===== src/rtl/core/omp_pkg.sv =====
// Shared types, constants and register indexes for the orientation motion presence detector.
`default_nettype none
package omp_pkg;

    localparam int unsigned DEF_WINDOW_DEPTH   = 128;
    localparam int unsigned DEF_MIN_FILL       = 8;
    localparam int unsigned DEF_QUAT_FRAC_BITS = 14;

    localparam int unsigned QUAT_W  = 16;
    localparam int unsigned FRAME_W = 4 * QUAT_W;
    localparam int unsigned STAMP_W = 32;
    localparam int unsigned COS_W   = 15;
    localparam int unsigned MS_W    = 16;
    localparam int unsigned CFG_W   = 16;
    localparam int unsigned CIDX_W  = 2;

    localparam logic [COS_W-1:0] RST_HELD_COS   = 15'd16378;
    localparam logic [COS_W-1:0] RST_IDLE_COS   = 15'd16362;
    localparam logic [MS_W-1:0]  RST_PICKUP_MS  = 16'd300;
    localparam logic [MS_W-1:0]  RST_PUTDOWN_MS = 16'd1000;

    localparam logic [CIDX_W-1:0] CFG_HELD_COS   = 2'd0;
    localparam logic [CIDX_W-1:0] CFG_IDLE_COS   = 2'd1;
    localparam logic [CIDX_W-1:0] CFG_PICKUP_MS  = 2'd2;
    localparam logic [CIDX_W-1:0] CFG_PUTDOWN_MS = 2'd3;

    // per-stage request flags
    typedef struct packed {
        logic valid;
        logic has_old;
        logic full;
    } t_flags;

endpackage
`default_nettype wire


===== src/rtl/core/omp_cosine.sv =====
// Dot product with the window-old frame: products stage, then sum, abs, scale and clamp stage.
`default_nettype none
module omp_cosine #(
    parameter int unsigned QUAT_FRAC_BITS = omp_pkg::DEF_QUAT_FRAC_BITS
) (
    input  wire logic                          i_clk,
    input  wire logic                          i_rst_n,
    input  omp_pkg::t_flags                    i_flags,
    input  wire logic [omp_pkg::FRAME_W-1:0]   i_frame,
    input  wire logic [omp_pkg::FRAME_W-1:0]   i_old,
    input  wire logic [omp_pkg::STAMP_W-1:0]   i_stamp,
    output logic                               o_ready,
    input  wire logic                          i_dn_ready,
    output omp_pkg::t_flags                    o_flags,
    output logic [QUAT_FRAC_BITS:0]            o_cos,
    output logic [omp_pkg::STAMP_W-1:0]        o_stamp
);
    import omp_pkg::*;

    localparam int unsigned CW = QUAT_FRAC_BITS + 1;
    localparam logic [32:0] Q_ONE = 33'd1 << QUAT_FRAC_BITS;

    t_flags                r_f2, r_f3;
    logic signed [31:0]    r_prod [4];
    logic [STAMP_W-1:0]    r_stamp2, r_stamp3;
    logic [CW-1:0]         r_cos;

    logic                  w_en2, w_en3;
    logic signed [33:0]    w_sum, w_abs;
    logic [32:0]           w_scaled, w_clamped;

    assign w_en3   = !r_f3.valid || i_dn_ready;
    assign w_en2   = !r_f2.valid || w_en3;
    assign o_ready = w_en2;

    always_ff @(posedge i_clk) begin
        if (w_en2) begin
            for (int k = 0; k < 4; k++) begin
                r_prod[k] <= $signed(i_frame[QUAT_W*k +: QUAT_W])
                           * $signed(i_old[QUAT_W*k +: QUAT_W]);
            end
            r_stamp2 <= i_stamp;
        end
        if (w_en3) begin
            r_cos    <= r_f2.has_old ? CW'(w_clamped) : CW'(Q_ONE);
            r_stamp3 <= r_stamp2;
        end
    end

    always_comb begin
        w_sum     = 34'(r_prod[0]) + 34'(r_prod[1]) + 34'(r_prod[2]) + 34'(r_prod[3]);
        w_abs     = w_sum[33] ? -w_sum : w_sum;
        w_scaled  = w_abs[32:0] >> QUAT_FRAC_BITS;
        w_clamped = (w_scaled > Q_ONE) ? Q_ONE : w_scaled;
    end

    always_ff @(posedge i_clk) begin
        if (!i_rst_n) begin
            r_f2 <= '0;
            r_f3 <= '0;
        end else begin
            if (w_en2) begin
                r_f2 <= i_flags;
            end
            if (w_en3) begin
                r_f3 <= r_f2;
            end
        end
    end

    assign o_flags = r_f3;
    assign o_cos   = r_cos;
    assign o_stamp = r_stamp3;

endmodule
`default_nettype wire


===== config.mk =====
export PLATFORM = sky130hd
export DESIGN_NAME = omp_cosine
export DESIGN_NICKNAME = d
export VERILOG_FILES = /design/src/rtl/core/omp_pkg.sv /design/src/rtl/core/omp_cosine.sv
export SDC_FILE = /design/constraint.sdc
export NUM_CORES = 2
export LEC_CHECK = 0
export BUFFER_PORTS_ARGS = -buffer_cell sky130_fd_sc_hd__buf_2
export CAP_MARGIN = 10
export CORE_MARGIN = 2
export CORE_UTILIZATION = 35
export CTS_CLUSTER_DIAMETER = 150
export CTS_CLUSTER_SIZE = 24
export DETAILED_ROUTE_END_ITERATION = 8
export HOLD_SLACK_MARGIN = 0.08
export PLACE_DENSITY = 0.58
export SLEW_MARGIN = 10
export SYNTH_ARGS = -nofsm -noshare
export SYNTH_HDL_FRONTEND = slang
export SYNTH_SLANG_ARGS = --single-unit

===== constraint.sdc =====
create_clock -name i_clk -period 10.4 [get_ports i_clk]
set_clock_uncertainty 0.1 [all_clocks]
set_input_delay 1.56 -clock i_clk [delete_from_list [all_inputs] [get_ports i_clk]]
set_output_delay 1.56 -clock i_clk [all_outputs]
set_load 0.03 [all_outputs]

==> results.json <==
{
  "syn_area_per_cell_sq_um": 9.588,
  "antenna_found_initial": 1,
  "synth_mux_area_share_pct": 0.1932,
  "routabilityCongestion": 0.8662,
  "pre_cts_ws_ns": 1.922,
  "cp.required_ns": 10.56,
  "worstHoldEndpoint": "o_stamp[31]",
  "clk_path_buf_depth": 3,
  "synth_compound_area_share_pct": 5.160,
  "h-tree-depth": 1,
  "drtIter0Drc": 1686,
  "synth-edff-count": 207,
  "max-cap-violations": 0,
  "grt_pass1_vias": 37570,
  "core-area_sq_um": 141400,
  "hold_class": "reg2reg",
  "clkTransAtPathRegs_ns": 0.10,
  "area_growth_pct": 6.701,
  "synth_top_family_by_area": "adder cells",
  "ys_seq_area_share_pct": 12.70,
  "cts_setup_buffers": 0,
  "synth_cell_types": 87,
  "ys_seq_elements": 213,
  "grt-ovfl-total": 0,
  "outcome": "completed",
  "drc": 0,
  "nets": 6928,
  "rows": 138,
  "path_max_fanout": 16,
  "wl_per_cell_um": 17.30,
  "hpwlAfterDp_um": 104400,
  "clkSinkCount": 213,
  "die_w_um": 381.5,
  "postCtsResizedCells": 0,
  "clkLatencyLatePin_ns": 0.52,
  "synthXorXnorAreaFrac_pct": 2.877,
  "r2r_cells": 19,
  "worstPathArrival_ns": 8.07,
  "grt_max_degree": 66,
  "rsz0062_at_grt": "no",
  "clockRootBuffer": "clkbuf_16",
  "crit_type": "in2reg",
  "start_kind": "input pin",
  "drive_gt1_share_pct": 5.119,
  "synth_top_flop_cell": "edfxtp_1",
  "tightest_slew_ns": 1.106,
  "holdBufCountCts": 0,
  "via_count": 34000,
  "worstReg2RegEnd": "o_cos[7]",
  "slew_headroom_pct": 26.28,
  "pin_count": 217,
  "n_fill_cell": 14180,
  "setup_tns_ns": 0,
  "drtAntennaViolNets": 0,
  "ff_latch_area_sq_um": 6336,
  "synthAdderAreaFrac_pct": 53.73,
  "grt_usage_pct": 17.66,
  "layout_min_cycle_time_ns": 7.917,
  "syn_inst": 5202,
  "syn-cell-area_sq_um": 49880,
  "async_flop_share_pct": 0,
  "cts_tree": "yes",
  "numCtsBuffers": 14,
  "avgViaCountPerCell": 4.732,
  "crit_path_end_kind": "register",
  "hold_path_startpoint": "r_stamp2[31]",
  "min_path_cells": 0,
  "first_pass_iters": 5,
  "r2r_start": "r_prod[3][1]",
  "setup_ws_ns": 2.483,
  "finalHoldViolCount": 0,
  "die_h_um": 381.5,
  "slew_viol_final": 0,
  "synth_simple_gate_area_share_pct": 13.72,
  "port_buffers": 216,
  "multiInputGateArea_sq_um": 37750,
  "synth_nets": 6842,
  "finalSetupViolCount": 0,
  "diodes": 0,
  "grt_pass1_wl_um": 203600,
  "finalWirelength_um": 124300,
  "fmax_mhz": 126.3,
  "dieArea_sq_um": 145500,
  "timing.reg2reg.setup_slack_ns": 3.62,
  "yosys_warnings": 0,
  "start_util_pct": 35.27,
  "finalCritPeriodShare_pct": 76.13
}
==> how the worst max path moves through the flow <==
| stage | from | to | slack, ns | depth (start not counted) |
|---|---|---|---|---|
| after CTS | i_frame[42] | r_prod[2][30] | 2.46 | 24 |
| after floorplan | i_frame[42] | r_prod[2][30] | 2.47 | 24 |
| final | i_frame[42] | r_prod[2][30] | 2.48 | 24 |
| after detailed placement | i_frame[42] | r_prod[2][30] | 1.92 | 24 |
| after global placement | i_frame[42] | r_prod[2][30] | 1.95 | 24 |
| after global routing | i_frame[43] | r_prod[2][30] | 2.07 | 24 |
==> critical path, stage by stage <==
cell      delay, ns
buf_2          0.28
nand2_1        0.13
fa_1           0.55
inv_1          0.06
fa_1           0.54
inv_1          0.06
fa_1           0.48
fa_1           0.56
fa_1           0.43
fa_1           0.50
inv_1          0.04
ha_1           0.31
and2_1         0.21
a221o_1        0.36
a21oi_1        0.16
o31a_1         0.23
o21ai_0        0.20
o211ai_1       0.27
a31oi_1        0.15
o31a_1         0.29
a31o_2         0.27
a21o_1         0.17
a21oi_1        0.17
xnor2_1        0.08
==> sequential cells by signal, indices dropped and copies added, names as in the netlist <==
signal,cells
r_f2,3
r_stamp2,32
r_prod,128
o_stamp,32
o_flags,3
o_cos,15
==> layer usage <==
| metal | up-vias | part of all wire, % | track usage [%] |
|---|---|---|---|
| met3 | 147 | 3.6 | 1.690 |
| met4 | 0 | 3.2 | 5.045 |
| met5 | - | 0 | 0 |
| met2 | 695 | 50 | 31.23 |
| li1 | 15620 | - | - |
| met1 | 17530 | 43 | 22.94 |
==> cell usage in the layout, fill, tap and decap left out, types with 11 or more instances in the layout <==
| cell | netlist | layout |
|---|---|---|
| nand2_1 | 654 | 653 |
| nand3_1 | 38 | 38 |
| edfxtp_1 | 207 | 207 |
| o21a_1 | 28 | 28 |
| clkbuf_16 | 0 | 15 |
| nand2b_1 | 41 | 41 |
| nor2_1 | 138 | 138 |
| nor3_1 | 58 | 58 |
| buf_2 | 4 | 216 |
| o211ai_1 | 13 | 13 |
| xor2_1 | 40 | 40 |
| and3_1 | 24 | 24 |
| fa_1 | 1113 | 1113 |
| and2_1 | 381 | 381 |
| ha_1 | 361 | 361 |
| o21bai_1 | 19 | 19 |
| a21oi_1 | 114 | 114 |
| nor2b_1 | 20 | 20 |
| inv_1 | 1388 | 1387 |
| a211oi_1 | 18 | 18 |
| a31oi_1 | 11 | 11 |
| a21o_1 | 39 | 39 |
| xnor2_1 | 122 | 122 |
| o21ai_0 | 61 | 61 |
| nand4_1 | 15 | 15 |
==> metrics by stage <==
stage	area, sq um	util [%]	cells	hold slack, ns
2_1_floorplan	49880	-	5202	0.3003
3_3_place_gp	52780	37.32	7162	0.3004
3_5_place_dp	52780	37.32	7162	0.3045
4_1_cts	53220	37.63	7184	0.3136
5_1_grt	53220	37.63	7184	0.3175
6_report	53220	37.63	7184	0.3101
==> cells in the mapped netlist, types with 40 or more instances <==
cell type,count,area [sq um]
a21oi_1,114,570.6
and2_1,381,2384
clkbuf_1,142,533.0
edfxtp_1,207,6216
fa_1,1113,22280
ha_1,361,4517
inv_1,1388,5210
nand2_1,654,2455
nand2b_1,41,256.5
nor2_1,138,518.0
nor3_1,58,290.3
o21ai_0,61,305.3
xnor2_1,122,1069
xor2_1,40,350.3
==> area by class of cell <==
cell class	instances	share of cell area (%)
multi-input cells	3449	70.94
flip-flops and latches	213	11.91
inverters	1391	9.811
well taps	1890	4.444
repair buffers	219	2.074
clock buffers	15	0.7053
clock inverters	7	0.1199
==> kinds of logic (layout without fill, tap and decap cells) <==
logic type	count (synthesis)	after routing
adders and majority gates	1474	1474
muxes	9	9
AOI/OAI and AO/OA	386	386
DFF	213	213
xor gates and xnor gates	163	163
buffers and inverters	1540	1632
and+or+nand+nor	1417	1417
Power is left out: the tool's default activity adds up to more than one toggle a clock period on the data nets, which glitch-free logic cannot reach.
