===== src/rtl/core/omp_pkg.sv =====
// Shared types, constants and register indexes for the orientation motion presence detector.
`default_nettype none
package omp_pkg;

    localparam int unsigned DEF_WINDOW_DEPTH   = 128;
    localparam int unsigned DEF_MIN_FILL       = 8;
    localparam int unsigned DEF_QUAT_FRAC_BITS = 14;

    localparam int unsigned QUAT_W  = 16;
    localparam int unsigned FRAME_W = 4 * QUAT_W;
    localparam int unsigned STAMP_W = 32;
    localparam int unsigned COS_W   = 15;
    localparam int unsigned MS_W    = 16;
    localparam int unsigned CFG_W   = 16;
    localparam int unsigned CIDX_W  = 2;

    localparam logic [COS_W-1:0] RST_HELD_COS   = 15'd16378;
    localparam logic [COS_W-1:0] RST_IDLE_COS   = 15'd16362;
    localparam logic [MS_W-1:0]  RST_PICKUP_MS  = 16'd300;
    localparam logic [MS_W-1:0]  RST_PUTDOWN_MS = 16'd1000;

    localparam logic [CIDX_W-1:0] CFG_HELD_COS   = 2'd0;
    localparam logic [CIDX_W-1:0] CFG_IDLE_COS   = 2'd1;
    localparam logic [CIDX_W-1:0] CFG_PICKUP_MS  = 2'd2;
    localparam logic [CIDX_W-1:0] CFG_PUTDOWN_MS = 2'd3;

    // per-stage request flags
    typedef struct packed {
        logic valid;
        logic has_old;
        logic full;
    } t_flags;

endpackage
`default_nettype wire


===== src/rtl/core/omp_judge.sv =====
// Configuration registers, held/released timers and the result register.
`default_nettype none
module omp_judge #(
    parameter int unsigned QUAT_FRAC_BITS = omp_pkg::DEF_QUAT_FRAC_BITS
) (
    input  wire logic                          i_clk,
    input  wire logic                          i_rst_n,
    input  wire logic                          i_cfg_we,
    input  wire logic [omp_pkg::CIDX_W-1:0]    i_cfg_index,
    input  wire logic [omp_pkg::CFG_W-1:0]     i_cfg_data,
    input  omp_pkg::t_flags                    i_flags,
    input  wire logic [QUAT_FRAC_BITS:0]       i_cos,
    input  wire logic [omp_pkg::STAMP_W-1:0]   i_stamp,
    output logic                               o_up_ready,
    output logic                               o_valid,
    input  wire logic                          i_ready,
    output logic                               o_is_held,
    output logic [omp_pkg::COS_W-1:0]          o_abs_cosine,
    output logic                               o_window_full
);
    import omp_pkg::*;

    localparam int unsigned CW    = QUAT_FRAC_BITS + 1;
    localparam int unsigned CMP_W = (CW > COS_W) ? CW : COS_W;

    logic [COS_W-1:0]   r_held_cos, r_idle_cos;
    logic [MS_W-1:0]    r_pickup_ms, r_putdown_ms;
    logic               r_held, n_held;
    logic [STAMP_W-1:0] r_motion_start, n_motion_start;
    logic [STAMP_W-1:0] r_still_start, n_still_start;
    logic               r_out_valid, r_out_held, r_out_full;
    logic [COS_W-1:0]   r_out_cos;

    logic               w_take, w_fire, w_moving;
    logic [COS_W-1:0]   w_thr;
    logic [STAMP_W-1:0] w_motion_age, w_still_age;

    assign w_take     = !r_out_valid || i_ready;
    assign w_fire     = i_flags.valid && w_take;
    assign o_up_ready = w_take;

    always_ff @(posedge i_clk) begin
        if (!i_rst_n) begin
            r_held_cos   <= RST_HELD_COS;
            r_idle_cos   <= RST_IDLE_COS;
            r_pickup_ms  <= RST_PICKUP_MS;
            r_putdown_ms <= RST_PUTDOWN_MS;
        end else if (i_cfg_we) begin
            unique case (i_cfg_index)
                CFG_HELD_COS:   r_held_cos   <= i_cfg_data[COS_W-1:0];
                CFG_IDLE_COS:   r_idle_cos   <= i_cfg_data[COS_W-1:0];
                CFG_PICKUP_MS:  r_pickup_ms  <= i_cfg_data[MS_W-1:0];
                CFG_PUTDOWN_MS: r_putdown_ms <= i_cfg_data[MS_W-1:0];
            endcase
        end
    end

    assign w_thr        = r_held ? r_held_cos : r_idle_cos;
    assign w_moving     = CMP_W'(i_cos) < CMP_W'(w_thr);
    assign w_motion_age = i_stamp - r_motion_start;
    assign w_still_age  = i_stamp - r_still_start;

    // a start stamp of zero means the timer is unarmed
    always_comb begin
        n_held         = r_held;
        n_motion_start = r_motion_start;
        n_still_start  = r_still_start;
        if (w_fire && i_flags.full) begin
            if (!r_held) begin
                if (!w_moving) begin
                    n_motion_start = '0;
                end else if (r_motion_start == '0) begin
                    n_motion_start = i_stamp;
                end else if (w_motion_age >= STAMP_W'(r_pickup_ms)) begin
                    n_held         = 1'b1;
                    n_motion_start = '0;
                    n_still_start  = '0;
                end
            end else begin
                if (w_moving) begin
                    n_still_start = '0;
                end else if (r_still_start == '0) begin
                    n_still_start = i_stamp;
                end else if (w_still_age >= STAMP_W'(r_putdown_ms)) begin
                    n_held        = 1'b0;
                    n_still_start = '0;
                end
            end
        end
    end

    always_ff @(posedge i_clk) begin
        if (!i_rst_n) begin
            r_held         <= 1'b0;
            r_motion_start <= '0;
            r_still_start  <= '0;
            r_out_valid    <= 1'b0;
        end else begin
            r_held         <= n_held;
            r_motion_start <= n_motion_start;
            r_still_start  <= n_still_start;
            if (w_take) begin
                r_out_valid <= i_flags.valid;
            end
        end
    end

    always_ff @(posedge i_clk) begin
        if (w_fire) begin
            r_out_held <= n_held;
            r_out_cos  <= COS_W'(i_cos);
            r_out_full <= i_flags.full;
        end
    end

    assign o_valid       = r_out_valid;
    assign o_is_held     = r_out_held;
    assign o_abs_cosine  = r_out_cos;
    assign o_window_full = r_out_full;

`ifndef NO_ASSERTIONS
    a_held_only_when_full: assert property (@(posedge i_clk) disable iff (!i_rst_n)
        (r_held != $past(r_held)) |-> $past(w_fire && i_flags.full))
        else $error("held flag moved without a full-window request");
    a_pickup_disarms: assert property (@(posedge i_clk) disable iff (!i_rst_n)
        $rose(r_held) |-> (r_motion_start == '0 && r_still_start == '0))
        else $error("timers left armed on pickup");
    a_held_no_motion_timer: assert property (@(posedge i_clk) disable iff (!i_rst_n)
        r_held |-> (r_motion_start == '0))
        else $error("motion timer armed while held");
    a_result_matches_state: assert property (@(posedge i_clk) disable iff (!i_rst_n)
        $past(w_fire) |-> (r_out_held == r_held))
        else $error("result held bit differs from held state");
`endif

endmodule
`default_nettype wire


===== config.mk =====
export PLATFORM = sky130hd
export DESIGN_NAME = omp_judge
export DESIGN_NICKNAME = d
export VERILOG_FILES = /design/src/rtl/core/omp_pkg.sv /design/src/rtl/core/omp_judge.sv
export SDC_FILE = /design/constraint.sdc
export NUM_CORES = 1
export LEC_CHECK = 0
export ABC_CLOCK_PERIOD_IN_PS = 14510
export BUFFER_PORTS_ARGS = -buffer_cell sky130_fd_sc_hd__buf_4
export CAP_MARGIN = 20
export CORE_MARGIN = 4
export CORE_UTILIZATION = 62
export CTS_CLUSTER_SIZE = 28
export DETAILED_ROUTE_END_ITERATION = 10
export GPL_ROUTABILITY_DRIVEN = 0
export GPL_TIMING_DRIVEN = 0
export HOLD_SLACK_MARGIN = 0.15
export MAX_ROUTING_LAYER = met4
export PLACE_DENSITY = 0.89
export SLEW_MARGIN = 10
export SYNTH_ARGS = -nofsm -noshare
export SYNTH_HDL_FRONTEND = slang
export SYNTH_SLANG_ARGS = --single-unit

===== constraint.sdc =====
create_clock -name i_clk -period 14.51 [get_ports i_clk]
set_input_delay 1.451 -clock i_clk [delete_from_list [all_inputs] [get_ports i_clk]]
set_output_delay 1.451 -clock i_clk [all_outputs]
set_load 0.02 [all_outputs]

==> flow_summary.ini <==
[critical_path]
cp.required_ns = 14.87
reg2reg_slack_ns = 8.39
start_kind = input port
crit_type = input port to flip-flop
crit_path_end_kind = flip-flop
crit_path_max_fanout = 10
worstPathArrival_ns = 7.36

[hold_path]
min_path_type = flip-flop to flip-flop

[clock_tree]
post-cts-setup-buffer-count = 0
clkSlewWorstSetupHoldPaths_ns = 0.07
ctsHoldBuffers = 0
cts-root-buf = clkbuf_16
htree_num_levels = 4
cts_buffers = 17
clock-sinks = 145
cts_buffer_depth = 2
cts_resized = 0
clock_latency_ns = 0.45
cts_tree = done

[routing]
via_count = 10764
drc = 0
via_per_inst = 6.25
wl_per_cell_um = 17.7
drtAntennaViolNets = 0
wl_mm = 30.4
drtIter0Drc = 1217
dr.pass1.iters = 6

[logic_synthesis]
synth.area.top_cells = dfxtp_1 24%, ha_1 13%, nand2_1 11%
synth_nets = 1564
synth_edf_count = 17
avgSynthCellArea_um2 = 7.76
yosys.area.top_type = dfxtp_1
synth-seq-cells = 145
synthArstFlopShare_pct = 0
syn_area_mm2 = 0.0107
synth_warnings = 0
ys_seq_area_share_pct = 28.7
netlist-cell-type-count = 73
dominantRegCellSynth = dfxtp_1
yosysTopAreaCellShare_pct = 23.9
postSynthCellCount = 1382

[sta]
whs_ns = 0.468
setup_violations = 0
min_period_ns = 6.99
slew_headroom_pct = 46.8
slew_viol_final = 0
tns_ns = 0
skew_ns = 0.0138
rsz0062_at_grt = no
worstMarginPinSlew_ns = 0.798
hold_violations = 0
max_freq_mhz = 143
fin_crit_sh_pct = 48.2

[floorplan]
die_h_um = 139
io_pins = 91
die_x_um = 139
core_mm2 = 0.0168
initial_utilization_pct = 64.0
num_rows = 47
die_area_mm2 = 0.0195

[layout]
drive_gt1_share_pct = 10.2
n_fill_cell = 1198
final_nets = 1672
diodes = 0
syn_to_final_growth_pct = 14.4

[flow_run]
cap_violations = 0

[pwr]
p_leak_nw = 5.23
irDropWorstVdd_mv = 0.0915
p_per_area_mw_per_mm2 = 123
total_power_mw = 1.50

[placed_design]
hpwl_mm = 23.2
portBuffers = 89

[global_routing]
grt_max_degree = 19
grt.overflow.total = 0
grtUsageTotal_pct = 31.9
antenna_found_initial = 0
grt_pass1_vias = 10320
grt_pass1_wl_mm = 49.7

[outcome]
status = finished clean
-- final timing paths --
| path | to | cells after the start | from |
|---|---|---|---|
| setup / recovery | r_still_start[26] | 23 | i_stamp[0] |
| hold / removal | r_held_cos[14] | 2 | r_held_cos[14] |
| setup reg to reg | r_still_start[26] | 21 | r_motion_start[0] |
| hold reg to reg | r_held_cos[14] | 2 | r_held_cos[14] |
-- cell usage in the layout (no fill, tap or decap), types with 22 or more instances in the layout --
cell type  count
a21boi_0      30
a21o_1        22
a21oi_1       83
buf_4         89
clkbuf_1      45
dfxtp_1      128
ha_1         108
inv_1        113
mux2i_1       80
nand2_1      313
nand3_1       40
nand4_1       33
nor2_1        60
nor4_1        26
o21ai_0       50
xnor2_1       24
-- flip-flops by register name (all words and copies together), names as in the netlist --
name / count
o_is_held: 1
r_motion_start: 32
r_pickup_ms: 16
r_held: 1
r_held_cos: 15
o_abs_cosine: 15
o_valid: 1
r_putdown_ms: 16
o_window_full: 1
r_idle_cos: 15
r_still_start: 32
-- cells by family (layout without fill, tap and decap cells) --
logic type      count (synthesis)  count (layout)  share of synthesized area [%]
fa+ha+maj                     110             110                           13.0
xor+xnor                       41              41                           3.35
mux                            81              81                           7.68
simple gates                  541             541                           22.6
flops                         145             145                           28.7
buf+inv                       173             294                           6.85
compound gates                291             291                           17.9
-- through the flow --
step,std cells,instance area [µm²],util (%),setup WS [ns]
6_report,1723,12300,73.2,7.52
3_5_place_dp,1691,11700,69.6,7.25
2_1_floorplan,1382,10700,-,8.52
5_1_grt,1723,12300,73.2,7.09
3_3_place_gp,1691,11700,69.6,7.37
4_1_cts,1723,12300,73.2,7.67
-- cells in the mapped netlist, types with 9 or more instances --
cell type  count
nor4_1        26
mux2i_1       80
ha_1         108
xnor2_1       24
xor2_1        17
clkbuf_1      45
inv_1        113
nor2b_1        9
a21oi_1       83
nand4_1       33
a21o_1        22
nand2_1      313
edfxtp_1      17
nor2_1        60
a211oi_1      13
o211ai_1      21
nand3_1       40
o21a_1        12
o21ai_0       50
nor3_1        12
nand2b_1      12
a21boi_0      30
dfxtp_1      128
-- per-layer routing --
| layer | vias to the layer above | global-route usage [%] | part of all wire [%] |
|---|---|---|---|
| met5 | - | - | 0 |
| met1 | 5000 | 38.3 | 39 |
| met2 | 571 | 52.4 | 47 |
| met3 | 120 | 6.24 | 9.5 |
| li1 | 5073 | - | - |
| met4 | 0 | 13.5 | 4.3 |
-- power by group --
group / internal, mW / switching, mW / total, mW
clock: 0.233 / 0.216 / 0.449
sequential: 0.437 / 0.0199 / 0.457
combinational: 0.239 / 0.359 / 0.598
-- critical path, cell delays in order --
cell	delay, ns
buf_4	0.11
inv_1	0.07
ha_1	0.22
fa_1	0.42
nand2b_1	0.21
a21oi_1	0.34
nor2_1	0.18
nor3_1	0.19
nor2_1	0.08
xnor2_1	0.14
ha_1	0.31
a21oi_1	0.14
nand2_1	0.07
a211oi_1	0.33
o221ai_1	0.18
a2111oi_0	0.44
o221ai_1	0.23
or4_1	0.53
nor4_1	0.45
a21oi_1	0.19
o21ai_2	0.66
buf_12	0.23
mux2i_1	0.18
-- final cells by class --
cell class / count / area [µm²] / share of cell area (%)
timing repair buffer: 89 / 668 / 5.45
clock inverter: 15 / 179 / 1.46
multi-input combinational: 1064 / 6910 / 56.3
clock buffer: 17 / 425 / 3.47
sequential: 145 / 3070 / 25.0
buffer: 60 / 310 / 2.53
inverter: 113 / 424 / 3.46
tap: 220 / 275 / 2.24
(Power assumes the default switching activity.)
